### src/rtl/vcs_pkg.sv
package vcs_pkg;

    localparam int DOT_W   = 42;
    localparam int SQ_W    = 41;
    localparam int PROD_W  = 82;
    localparam int ROOT_W  = 42;
    localparam int NORM_W  = 21;
    localparam int SIM_W   = 16;
    localparam int QUOT_W  = 57;

    typedef struct packed {
        logic [DOT_W-1:0] dot;
        logic [SQ_W-1:0]  sumsq_a;
        logic [SQ_W-1:0]  sumsq_b;
        logic             too_long;
    } t_job;

endpackage

### src/rtl/vcs_front.sv
module vcs_front #(
    parameter int MAX_LEN   = 1024,
    parameter int ELEM_BITS = 16
) (
    input  logic                  i_clk,
    input  logic                  i_rst_n,
    input  logic                  i_valid,
    output logic                  o_ready,
    input  logic signed [15:0]    i_elem_a,
    input  logic signed [15:0]    i_elem_b,
    input  logic                  i_last,
    output logic                  o_job_valid,
    input  logic                  i_job_ready,
    output vcs_pkg::t_job         o_job
);
    localparam int CNT_W = $clog2(MAX_LEN + 1);
    localparam int ESH   = (ELEM_BITS >= 16) ? 0 : 16 - ELEM_BITS;
    localparam bit ZEXT  = (ELEM_BITS > 16);

    logic signed [15:0]          w_a16;
    logic signed [15:0]          w_b16;
    logic signed [16:0]          w_a;
    logic signed [16:0]          w_b;
    logic signed [33:0]          r_pab;
    logic signed [33:0]          r_paa;
    logic signed [33:0]          r_pbb;
    logic                        r_pv;
    logic                        r_plast;
    logic                        r_pskip;
    logic                        r_povf;
    logic [vcs_pkg::DOT_W-1:0]   r_dot;
    logic [vcs_pkg::SQ_W-1:0]    r_sa;
    logic [vcs_pkg::SQ_W-1:0]    r_sb;
    logic [CNT_W-1:0]            r_cnt;
    logic                        r_ovf;
    logic                        r_jv;
    vcs_pkg::t_job               r_job;
    logic                        w_acc;
    logic                        w_full;
    logic [vcs_pkg::DOT_W-1:0]   n_dot;
    logic [vcs_pkg::SQ_W-1:0]    n_sa;
    logic [vcs_pkg::SQ_W-1:0]    n_sb;

    // product stage holds when the job slot is busy and a last is pending
    assign o_ready     = !(r_pv && r_plast && r_jv);
    assign w_acc       = i_valid && o_ready;
    assign w_full      = (r_cnt >= CNT_W'(MAX_LEN));
    // sign-extend the low ELEM_BITS bits; wider settings leave the field unsigned
    assign w_a16       = (i_elem_a <<< ESH) >>> ESH;
    assign w_b16       = (i_elem_b <<< ESH) >>> ESH;
    assign w_a         = ZEXT ? $signed({1'b0, i_elem_a}) : 17'(w_a16);
    assign w_b         = ZEXT ? $signed({1'b0, i_elem_b}) : 17'(w_b16);
    assign o_job_valid = r_jv;
    assign o_job       = r_job;

    always_comb begin
        n_dot = r_dot;
        n_sa  = r_sa;
        n_sb  = r_sb;
        if (!r_pskip) begin
            n_dot = r_dot + vcs_pkg::DOT_W'(r_pab);
            n_sa  = r_sa + vcs_pkg::SQ_W'($unsigned(r_paa));
            n_sb  = r_sb + vcs_pkg::SQ_W'($unsigned(r_pbb));
        end
    end

    always_ff @(posedge i_clk) begin
        if (!i_rst_n) begin
            r_pv  <= 1'b0;
            r_jv  <= 1'b0;
            r_dot <= '0;
            r_sa  <= '0;
            r_sb  <= '0;
            r_cnt <= '0;
            r_ovf <= 1'b0;
        end else begin
            if (r_jv && i_job_ready) r_jv <= 1'b0;
            if (w_acc) begin
                r_pv    <= 1'b1;
                r_plast <= i_last;
                r_pskip <= w_full;
                r_povf  <= r_ovf || w_full;
                r_pab   <= 34'(w_a) * 34'(w_b);
                r_paa   <= 34'(w_a) * 34'(w_a);
                r_pbb   <= 34'(w_b) * 34'(w_b);
                if (i_last) begin
                    r_cnt <= '0;
                    r_ovf <= 1'b0;
                end else if (w_full) begin
                    r_ovf <= 1'b1;
                end else begin
                    r_cnt <= r_cnt + 1'b1;
                end
            end else if (o_ready) begin
                r_pv <= 1'b0;
            end
            if (r_pv && o_ready) begin
                if (r_plast) begin
                    r_jv             <= 1'b1;
                    r_job.dot        <= n_dot;
                    r_job.sumsq_a    <= n_sa;
                    r_job.sumsq_b    <= n_sb;
                    r_job.too_long   <= r_povf;
                    r_dot <= '0;
                    r_sa  <= '0;
                    r_sb  <= '0;
                end else begin
                    r_dot <= n_dot;
                    r_sa  <= n_sa;
                    r_sb  <= n_sb;
                end
            end
        end
    end
endmodule

### config.mk
export PLATFORM = sky130hd
export DESIGN_NAME = vcs_front
export DESIGN_NICKNAME = d
export VERILOG_FILES = /design/src/rtl/vcs_pkg.sv /design/src/rtl/vcs_front.sv
export SDC_FILE = /design/constraint.sdc
export NUM_CORES = 2
export LEC_CHECK = 0
export BUFFER_PORTS_ARGS = -buffer_cell sky130_fd_sc_hd__buf_4
export CAP_MARGIN = 20
export CORE_ASPECT_RATIO = 0.7
export CORE_UTILIZATION = 59
export DETAILED_ROUTE_END_ITERATION = 8
export PLACE_DENSITY = 0.8
export SLEW_MARGIN = 10
export SYNTH_ARGS = -nofsm -noshare
export SYNTH_HDL_FRONTEND = slang
export SYNTH_SLANG_ARGS = --single-unit
### constraint.sdc
create_clock -name i_clk -period 12.95 [get_ports i_clk]
set_input_delay 0.6475 -clock i_clk [delete_from_list [all_inputs] [get_ports i_clk]]
set_output_delay 0.6475 -clock i_clk [all_outputs]
set_load 0.02 [all_outputs]
==> run summary <==
worst min path class = in2reg
Post-CTS Setup Bufs = 0
Layout area overhead = 7.11%
Worst EP arrival = 7.79 ns
Ys Warns = 0
clk slew on worst S/H paths = 0.06 ns
share of synthesized registers carrying an async set or reset = 0%
vias in the first global route = 35,500
area of the multi-input gates = 0.0323 mm2
hold buffers post-CTS = 0
RSZ-0062 raised after global routing = false
synthesized net count = 5,989
Final Net Count = 6,031
status = finished clean
critical path's top delay family = adder cells
Final Max Slew Viols = 0
I/O Buffers = 163
first-pass iteration count of the detailed router = 5
WL per Instance = 19.2 um
Max H-tree Level = 2
Post-synth EDFFs = 222
Critical Path Sink Type = flip-flop
GPL Wtd Cong = 0.966
Clk Latency, worst-skew pair = 0.55 ns
Critical Path RT = 13.23 ns
final wirelength = 114,000 um
post-route setup TNS = 0 ns
Synth Flop Type = edfxtp_1
GRT Residual Overflow = 0
drt drc = 0
Crit Path Max Fanout = 27
crit path launch type = input pin
Final Hold Fails = 0
total core area = 0.0770 mm2
pin count of the biggest net entering global routing = 190
Final Cycle Share = 57.9%
relative slew slack = 23.3%
Fill cells = 6,140
drt first-iter violations = 2,955
fmax = 133 MHz
DR vias/cell = 5.72
CTS tree = built
Least-Margin Pin Slew = 1.14 ns
Synth Register Bits = 360
CP Class = in2reg
Max Cap Viol = 0
worst clock skew = 0.0215 ns
Final min period = 7.50 ns
Tot GR Track Use = 30.1%
layout cells sized above 1 = 6.02%
Rows = 85
hpwl dp = 88,100 um
Starting Density = 59.7%
endpoints failing setup = 0
Cell Area, Synth = 0.0459 mm2
Num CTS Buffers = 37
cell repeated most along the worst path = fa_1
Die ar. = 0.0790 mm2
slowest stage cell, crit path = fa_1
library cells used by synthesis = 76
Post-CTS Resized = 0
clock tree buffer depth = 3
Die Y-Extent = 235 um
io pins = 164
first-pass GRT wire length = 187,000 um
CTS root buf = clkbuf_16
CTS Sinks = 360
largest stage delay on the critical path = 0.51 ns
Final ANT Viol Nets = 0
Seq/Total Area, Yosys = 20.5%
Worst Path Buf+Inv = 5
FF/Latch Area = 0.00943 mm2
routed via count = 34,100
Mean Syn Cell Area = 9.48 um2
Syn Inst Count = 4,845
Die X = 336 um
antenna violations before repair = 6
CP Cell Sequence = buf_4 > clkinv_1 > nor2_1 > ha_1 > xor2_1 > fa_1 > fa_1 > inv_1 > fa_1 > fa_1 > inv_1 > fa_1 > inv_1 > ha_1 > a2111oi_0 > o21ai_0 > o22ai_1 > o31ai_1 > and2_1 > a221o_1 > a211oi_1 > o21ai_1 > o41ai_1 > xnor2_1
## stage by stage
| stage | setup slack [ns] | area, um2 | util, % | instances | hold WS (ns) |
|---|---|---|---|---|---|
| 6_report | 5.45 | 49200 | 63.9 | 5960 | 0.290 |
| 5_1_grt | 4.96 | 49200 | 63.9 | 5959 | 0.274 |
| 4_1_cts | 5.60 | 49200 | 63.9 | 5959 | 0.268 |
| 3_5_place_dp | 5.08 | 48000 | 62.3 | 5892 | 0.406 |
| 3_3_place_gp | 5.15 | 48000 | 62.3 | 5892 | 0.401 |
| 2_1_floorplan | 2.74 | 45900 | - | 4845 | 0.400 |
## worst paths after layout
kind	startpoint	slack, ns	cells after the start	end
max	i_elem_b[3]	5.45	24	r_pbb[30]
min	i_job_ready	0.29	2	o_job_valid
max reg2reg	r_pbb[2]	8.70	11	r_sb[37]
min reg2reg	r_povf	0.42	0	o_job[0]
## sequential cells by signal (all words and copies together), names as in the netlist, 11 cells and up
signal,flops
o_job,125
r_pab,32
r_sa,41
r_pbb,31
r_sb,41
r_dot,42
r_cnt,11
r_paa,31
## cells by family (layout without fill, tap and decap cells)
logic type                 Yosys count  in the layout  synth area share (%)
and+or+nand+nor                   1217           1217                  12.3
adders and majority gates         1107           1107                  42.1
DFF                                360            360                  20.5
buffers and inverters             1131           1201                  9.24
AOI/OAI and AO/OA                  767            767                  10.8
other                                0              1                     0
xor gates and xnor gates           241            241                  4.59
muxes                               22             22                 0.531
## cells in the final DEF, fill, tap and decap left out, types with 66 or more instances in the layout
master	count
inv_1	942
fa_1	730
nand2_1	512
ha_1	377
nor2_1	259
edfxtp_1	222
o21ai_0	209
buf_4	179
and2_1	173
a21oi_1	168
xnor2_1	165
dfxtp_1	138
a21o_1	90
xor2_1	76
a22oi_1	66
## worst reg2reg max path, cell delays in order (launching register included)
cell and delay, ns:
edfxtp_1 0.42, ha_1 0.36, a31oi_1 0.23, a22oi_1 0.36, a21o_1 0.23, a211o_1 0.23, a21boi_1 0.17, o31ai_1 0.98
a2111o_1 0.38, nand2_1 0.14, or4_1 0.55, o211ai_1 0.12
## final cells by class
type / instances / share of cell area, %
multi-input combinational: 3354 / 65.6
inverter: 954 / 7.28
clock buffer: 47 / 2.06
antenna: 1 / 0.00509
timing repair buffer: 180 / 2.77
tap: 1044 / 2.65
clock inverter: 20 / 0.440
sequential: 360 / 19.2
## metal layers
| metal | share of wire (%) | track usage, % | wire (um) | vias to the layer above |
|---|---|---|---|---|
| met5 | 0.061 | 0 | 70 | - |
| met4 | 2.6 | 7.73 | 2940 | 10 |
| met3 | 10 | 6.81 | 11800 | 224 |
| met2 | 45 | 47.4 | 51800 | 1468 |
| met1 | 42 | 42.3 | 48000 | 16900 |
| li1 | - | - | - | 15500 |
## synth_stat cells, types with 11 or more instances
cell type  number  area share, %
inv_1         942            7.7
fa_1          730             32
nand2_1       514            4.2
ha_1          377             10
nor2_1        262            2.1
edfxtp_1      222             15
o21ai_0       209            2.3
and2_1        173            2.4
a21oi_1       168            1.8
clkbuf_1      166            1.4
xnor2_1       165            3.1
dfxtp_1       138            6.0
a21o_1         90            1.5
xor2_1         76            1.4
a22oi_1        66            1.1
nand3_1        52           0.57
nor2b_1        49           0.67
nor3_1         30           0.33
and3_1         29           0.39
o21a_1         29           0.47
o21bai_1       29           0.47
a31oi_1        28           0.38
nand2b_1       28           0.38
a211oi_1       24           0.39
nand4_1        22           0.30
o31ai_1        20           0.33
mux2_2         15           0.37
or3_1          15           0.20
a31o_2         13           0.25
o211ai_1       13           0.21
buf_1          11          0.090
or2_2          11           0.15
Power is left out: the tool's default activity adds up to more than one toggle a clock period on the data nets, which glitch-free logic cannot reach.
