[config.mk]
export PLATFORM = sky130hd
export DESIGN_NAME = vcs_back
export DESIGN_NICKNAME = d
export VERILOG_FILES = /design/src/rtl/vcs_pkg.sv /design/src/rtl/vcs_back.sv
export SDC_FILE = /design/constraint.sdc
export NUM_CORES = 2
export LEC_CHECK = 0
export ABC_CLOCK_PERIOD_IN_PS = 38900
export BUFFER_PORTS_ARGS = -buffer_cell sky130_fd_sc_hd__buf_2
export CAP_MARGIN = 20
export CELL_PAD_IN_SITES_DETAIL_PLACEMENT = 1
export CELL_PAD_IN_SITES_GLOBAL_PLACEMENT = 2
export CORE_UTILIZATION = 25
export CTS_CLUSTER_SIZE = 10
export DETAILED_ROUTE_END_ITERATION = 8
export PLACE_DENSITY_LB_ADDON = 0.1
export REMOVE_ABC_BUFFERS = 1
export SYNTH_ARGS = -nofsm -noshare
export SYNTH_HDL_FRONTEND = slang
export SYNTH_SLANG_ARGS = --single-unit
[constraint.sdc]
create_clock -name i_clk -period 38.9 [get_ports i_clk]
set_clock_uncertainty 0.05 [all_clocks]
set_input_delay 5.835 -clock i_clk [delete_from_list [all_inputs] [get_ports i_clk]]
set_output_delay 5.835 -clock i_clk [all_outputs]
set_load 0.005 [all_outputs]
[src/rtl/vcs_pkg.sv]
package vcs_pkg;

    localparam int DOT_W   = 42;
    localparam int SQ_W    = 41;
    localparam int PROD_W  = 82;
    localparam int ROOT_W  = 42;
    localparam int NORM_W  = 21;
    localparam int SIM_W   = 16;
    localparam int QUOT_W  = 57;

    typedef struct packed {
        logic [DOT_W-1:0] dot;
        logic [SQ_W-1:0]  sumsq_a;
        logic [SQ_W-1:0]  sumsq_b;
        logic             too_long;
    } t_job;

endpackage

[src/rtl/vcs_back.sv]
module vcs_back (
    input  logic                              i_clk,
    input  logic                              i_rst_n,
    input  logic                              i_job_valid,
    output logic                              o_job_ready,
    input  vcs_pkg::t_job                     i_job,
    output logic                              o_valid,
    input  logic                              i_ready,
    output logic signed [vcs_pkg::SIM_W-1:0]  o_similarity,
    output logic signed [vcs_pkg::DOT_W-1:0]  o_dot,
    output logic [vcs_pkg::NORM_W-1:0]        o_norm_a,
    output logic [vcs_pkg::NORM_W-1:0]        o_norm_b,
    output logic                              o_zero_norm,
    output logic                              o_too_long
);
    typedef enum logic [2:0] {
        S_IDLE, S_MUL, S_SQRT, S_DIV, S_SAT, S_OUT
    } t_state;

    localparam int PW = vcs_pkg::PROD_W;
    localparam int RW = vcs_pkg::ROOT_W;
    localparam int QW = vcs_pkg::QUOT_W;
    localparam int NW = vcs_pkg::NORM_W;
    localparam int XW = vcs_pkg::SQ_W + 1;
    localparam int MW = vcs_pkg::SQ_W + 21;

    t_state              r_state;
    vcs_pkg::t_job       r_job;
    logic                r_mstep;
    logic [PW-1:0]       r_prod;
    logic [RW+1:0]       r_rem;
    logic [RW-1:0]       r_root;
    logic [XW-1:0]       r_xa;
    logic [XW-1:0]       r_xb;
    logic [NW+1:0]       r_rema;
    logic [NW+1:0]       r_remb;
    logic [NW-1:0]       r_ra;
    logic [NW-1:0]       r_rb;
    logic [5:0]          r_it;
    logic [QW-1:0]       r_num;
    logic [RW-1:0]       r_drem;
    logic [QW-1:0]       r_quot;
    logic                r_neg;
    logic                r_zero;
    logic [vcs_pkg::DOT_W-1:0]  w_mag;
    logic [20:0]         w_bsel;
    logic [MW-1:0]       w_pp;
    logic [RW+3:0]       w_rem2;
    logic [RW+3:0]       w_sub;
    logic [NW+3:0]       w_ra2;
    logic [NW+3:0]       w_rb2;
    logic [NW+3:0]       w_suba;
    logic [NW+3:0]       w_subb;
    logic [RW:0]         w_dsh;

    assign w_mag = r_job.dot[vcs_pkg::DOT_W-1] ? (~r_job.dot + 1'b1) : r_job.dot;
    // one 41x21 partial product per step
    assign w_bsel = r_mstep ? r_job.sumsq_b[40:20] : {1'b0, r_job.sumsq_b[19:0]};
    assign w_pp   = r_job.sumsq_a * w_bsel;
    // restoring roots, two bits of radicand per step
    assign w_rem2 = {r_rem, r_prod[PW-1:PW-2]};
    assign w_sub  = {2'b00, r_root, 2'b01};
    assign w_ra2  = {r_rema, r_xa[XW-1:XW-2]};
    assign w_rb2  = {r_remb, r_xb[XW-1:XW-2]};
    assign w_suba = {2'b00, r_ra, 2'b01};
    assign w_subb = {2'b00, r_rb, 2'b01};
    assign w_dsh  = {r_drem, r_num[QW-1]};

    assign o_job_ready = (r_state == S_IDLE);

    always_ff @(posedge i_clk) begin
        if (!i_rst_n) begin
            r_state <= S_IDLE;
            o_valid <= 1'b0;
        end else begin
            case (r_state)
                S_IDLE: begin
                    if (i_job_valid) begin
                        r_job   <= i_job;
                        r_mstep <= 1'b0;
                        r_state <= S_MUL;
                    end
                end
                S_MUL: begin
                    if (!r_mstep) begin
                        r_prod  <= {20'd0, w_pp};
                        r_mstep <= 1'b1;
                    end else begin
                        r_prod  <= r_prod + {w_pp, 20'd0};
                        r_rem   <= '0;
                        r_root  <= '0;
                        r_xa    <= {1'b0, r_job.sumsq_a};
                        r_xb    <= {1'b0, r_job.sumsq_b};
                        r_rema  <= '0;
                        r_remb  <= '0;
                        r_ra    <= '0;
                        r_rb    <= '0;
                        r_it    <= 6'd40;
                        r_zero  <= (r_job.sumsq_a == '0) || (r_job.sumsq_b == '0);
                        r_neg   <= r_job.dot[vcs_pkg::DOT_W-1];
                        r_state <= S_SQRT;
                    end
                end
                S_SQRT: begin
                    r_prod <= {r_prod[PW-3:0], 2'b00};
                    if (w_rem2 >= w_sub) begin
                        r_rem  <= (RW+2)'(w_rem2 - w_sub);
                        r_root <= {r_root[RW-2:0], 1'b1};
                    end else begin
                        r_rem  <= w_rem2[RW+1:0];
                        r_root <= {r_root[RW-2:0], 1'b0};
                    end
                    // norm roots take the last 21 steps
                    if (r_it < 6'd21) begin
                        r_xa <= {r_xa[XW-3:0], 2'b00};
                        r_xb <= {r_xb[XW-3:0], 2'b00};
                        if (w_ra2 >= w_suba) begin
                            r_rema <= (NW+2)'(w_ra2 - w_suba);
                            r_ra   <= {r_ra[NW-2:0], 1'b1};
                        end else begin
                            r_rema <= w_ra2[NW+1:0];
                            r_ra   <= {r_ra[NW-2:0], 1'b0};
                        end
                        if (w_rb2 >= w_subb) begin
                            r_remb <= (NW+2)'(w_rb2 - w_subb);
                            r_rb   <= {r_rb[NW-2:0], 1'b1};
                        end else begin
                            r_remb <= w_rb2[NW+1:0];
                            r_rb   <= {r_rb[NW-2:0], 1'b0};
                        end
                    end
                    if (r_it == '0) begin
                        r_num   <= {w_mag, 15'd0};
                        r_drem  <= '0;
                        r_quot  <= '0;
                        r_it    <= 6'd56;
                        r_state <= S_DIV;
                    end else begin
                        r_it <= r_it - 1'b1;
                    end
                end
                S_DIV: begin
                    r_num <= {r_num[QW-2:0], 1'b0};
                    if (w_dsh >= {1'b0, r_root}) begin
                        r_drem <= RW'(w_dsh - {1'b0, r_root});
                        r_quot <= {r_quot[QW-2:0], 1'b1};
                    end else begin
                        r_drem <= w_dsh[RW-1:0];
                        r_quot <= {r_quot[QW-2:0], 1'b0};
                    end
                    if (r_it == '0) r_state <= S_SAT;
                    else            r_it <= r_it - 1'b1;
                end
                S_SAT: begin
                    o_dot       <= r_job.dot;
                    o_norm_a    <= r_ra;
                    o_norm_b    <= r_rb;
                    o_zero_norm <= r_zero;
                    o_too_long  <= r_job.too_long;
                    if (r_zero)
                        o_similarity <= '0;
                    else if (r_neg)
                        o_similarity <= (r_quot > QW'(32768)) ? -16'sd32768
                                      : -$signed(16'(r_quot));
                    else
                        o_similarity <= (r_quot > QW'(32767)) ? 16'sd32767
                                      : $signed(16'(r_quot));
                    o_valid <= 1'b1;
                    r_state <= S_OUT;
                end
                S_OUT: begin
                    if (i_ready) begin
                        o_valid <= 1'b0;
                        r_state <= S_IDLE;
                    end
                end
                default: r_state <= S_IDLE;
            endcase
        end
    end
endmodule

==> results.txt <==
Status: completed
Final critical path time including I/O delays and setup: 11850 ps
HPWL after detailed placement: 173 mm
Final hold violations: 0
Post-CTS sizing: 0
Filler Cell Count: 30.4k
PortBufs: 232
Synth Flop Type: edfxtp_1
Detailed-route wire length: 232 mm
Core area: 266000 um2
First-pass GRT wire length: 356 mm
Critical path required time: 39390 ps
Post-synthesis cell count: 6960
Slew @ Worst Pin: 1080 ps
Insertion delay to the later sink of the worst-skew pair: 810 ps
Starting Density: 0.252
Finished Layout Cells: 10.7k
GR Util All Layers: 0.172
Placed cells: 10.5k
Crit-path max FO: 41
Detailed-route via count: 49.2k
Initial DRC Count: 2129
Post-synth EDFFs: 717
Setup TNS: 0 ps
Clock Sink Count: 721
Final critical-path share of the clock period: 0.305
Worst Hold Class: register to register
Clock slew at reported path FFs: 60 ps
Kind of critical path: register to register
Count of cell types in the netlist: 75
Maximum clock frequency: 84.4 MHz
Largest stage delay on the critical path: 590 ps
Final setup fails: 0
CP dominant cell by count: fa_1
Vias in the first global route: 54.2k
Synth warn: 0
Die area: 270000 um2
Antenna viol nets, final: 0
Syn-to-layout area delta: 12.5%
Max-Cap Viols: 0
Synthesized cell area: 67100 um2
Post-synthesis register bit count: 721
TritonRoute pass-1 iters: 5
RSZ-0062 raised after global routing: false
Post-synth ARST share: 0
CTS Hold Bufs: 0
CTS tree: built
Crit path DAT: 12350 ps
Crit. End Element: register
Max_slew headroom: 0.280
Syn avg cell area: 9.64 um2
Crit-path slowest cell: a41oi_1
Clock H-tree levels: 3
Count of unresolved DRC violations after routing: 0
TritonCTS Buffers: 101
Initial antenna violation count: 16
Via/cell ratio: 4.62
FP Rows: 189
Chip Width: 520 um
GPL Wtd Cong: 0.782
Die height: 520 um
Share of layout cells above drive strength 1: 0.0769
FF-to-FF setup slack: 27050 ps
Number of top-level pins: 233
Clock Path Buffers: 4
Nets: 8280
Avg WL per Cell: 21.8 um
CTS Root Cell: clkbuf_16
Total count of max-transition violations in the final report: 0
Total gr overflow: 0
Largest net degree at the start of global routing: 126
Post-CTS Setup Inserts: 0
Seq/Total Area, Yosys: 0.322
Startpoint types: register
## final timing paths
| kind | startpoint | endpoint | cells after the start |
|---|---|---|---|
| setup / recovery | r_mstep | r_prod[76] | 35 |
| hold / removal | r_job[0] | o_too_long | 0 |
| setup reg to reg | r_mstep | r_prod[76] | 35 |
| hold reg to reg | r_job[0] | o_too_long | 0 |
## cell type report
class	count	area (um2)	share of cell area
multi-input cells	4913	40600	0.538
flip-flops and latches	721	21600	0.287
well taps	3533	4420	0.0586
inverters	964	3620	0.0480
clock buffers	131	2690	0.0357
repair buffers	339	2010	0.0267
clock inverters	43	462	0.00612
diodes	13	32.5	0.000431
## flip-flops by register name, summed over array words and instances, names as in the netlist, 44 cells and up
signal  cells
r_quot     57
r_job     125
r_rem      44
r_prod     82
## metal layers
layer	vias up	GRT usage	wire length [um]
met2	497	0.286	110000
met1	25500	0.244	114000
met3	167	0.0165	5290
li1	23000	-	-
met4	6	0.0312	3750
met5	-	0	37
## critical path: cells and delay by family (launching register included)
kind            cells  cell delay [ps]
simple gates        5             1200
xor+xnor            2              660
buf+inv             6             1030
mux                 1              400
compound gates     12             3350
fa+ha+maj           9             4440
flops               1              360
## synth_stat cells, drive strengths merged, types with 8 or more instances
| library cell | number | area, um2 |
|---|---|---|
| a2111oi | 9 | 78.8 |
| a211o | 10 | 87.6 |
| a211oi | 46 | 345 |
| a21boi | 8 | 60.1 |
| a21o | 119 | 893 |
| a21oi | 347 | 1740 |
| a221oi | 10 | 87.6 |
| a22o | 17 | 149 |
| a31oi | 37 | 231 |
| a41oi | 9 | 78.8 |
| and2 | 431 | 2700 |
| and3 | 56 | 350 |
| buf | 19 | 73.8 |
| clkbuf | 343 | 1290 |
| edfxtp | 717 | 21500 |
| fa | 740 | 14800 |
| ha | 371 | 4640 |
| inv | 964 | 3620 |
| mux2 | 20 | 225 |
| mux2i | 69 | 691 |
| nand2 | 1088 | 4080 |
| nand2b | 35 | 219 |
| nand3 | 77 | 385 |
| nand4 | 63 | 394 |
| nor2 | 374 | 1400 |
| nor2b | 54 | 338 |
| nor3 | 63 | 315 |
| nor4 | 38 | 238 |
| o2111ai | 8 | 70.1 |
| o211ai | 19 | 143 |
| o21a | 30 | 225 |
| o21ai | 282 | 1430 |
| o21bai | 38 | 285 |
| o22ai | 8 | 50.1 |
| o31ai | 33 | 248 |
| or2 | 12 | 75.1 |
| or3 | 25 | 161 |
| xnor2 | 146 | 1280 |
| xor2 | 125 | 1090 |
## kinds of logic after synthesis
logic type / synth area share
and+or+nand+nor: 0.163
DFF: 0.322
xor gates and xnor gates: 0.0357
buffers and inverters: 0.0743
muxes: 0.0137
adders and majority gates: 0.290
AOI/OAI and AO/OA: 0.101
## per-stage QoR
step	setup WS, ps	util	hold slack (ps)	area (um2)
floorplan	20790	-	350	65700
global placement	26910	0.271	360	72200
detailed placement	26740	0.271	369	72200
CTS	26690	0.283	376	75400
global route	26430	0.283	400	75400
finish	27050	0.283	374	75400
## cells in the final DEF, fill, tap and decap left out, types with 10 or more instances in the layout
cell type	count
nor4_1	37
o21bai_1	38
nand3_1	76
fa_1	740
o211ai_1	19
buf_2	232
nand2_1	1088
and2_1	431
a211o_1	10
a22o_1	17
clkbuf_16	102
and3_1	55
o21a_1	30
mux2_2	20
nor2_1	371
nor2b_1	54
a21oi_1	346
buf_4	103
mux2i_1	69
a221oi_1	10
diode_2	13
clkinv_1	12
clkinv_2	13
inv_1	963
o31ai_1	33
a21o_1	119
nor3_1	61
ha_1	371
or2_2	10
xor2_1	125
edfxtp_1	717
nand2b_1	34
xnor2_1	146
nand4_1	63
a31oi_1	36
or3_1	24
o21ai_0	273
a211oi_1	46
clkbuf_1	26
Power is not shown: default switching activity piles up to over one toggle a cycle in this logic, so the estimate is an artifact.
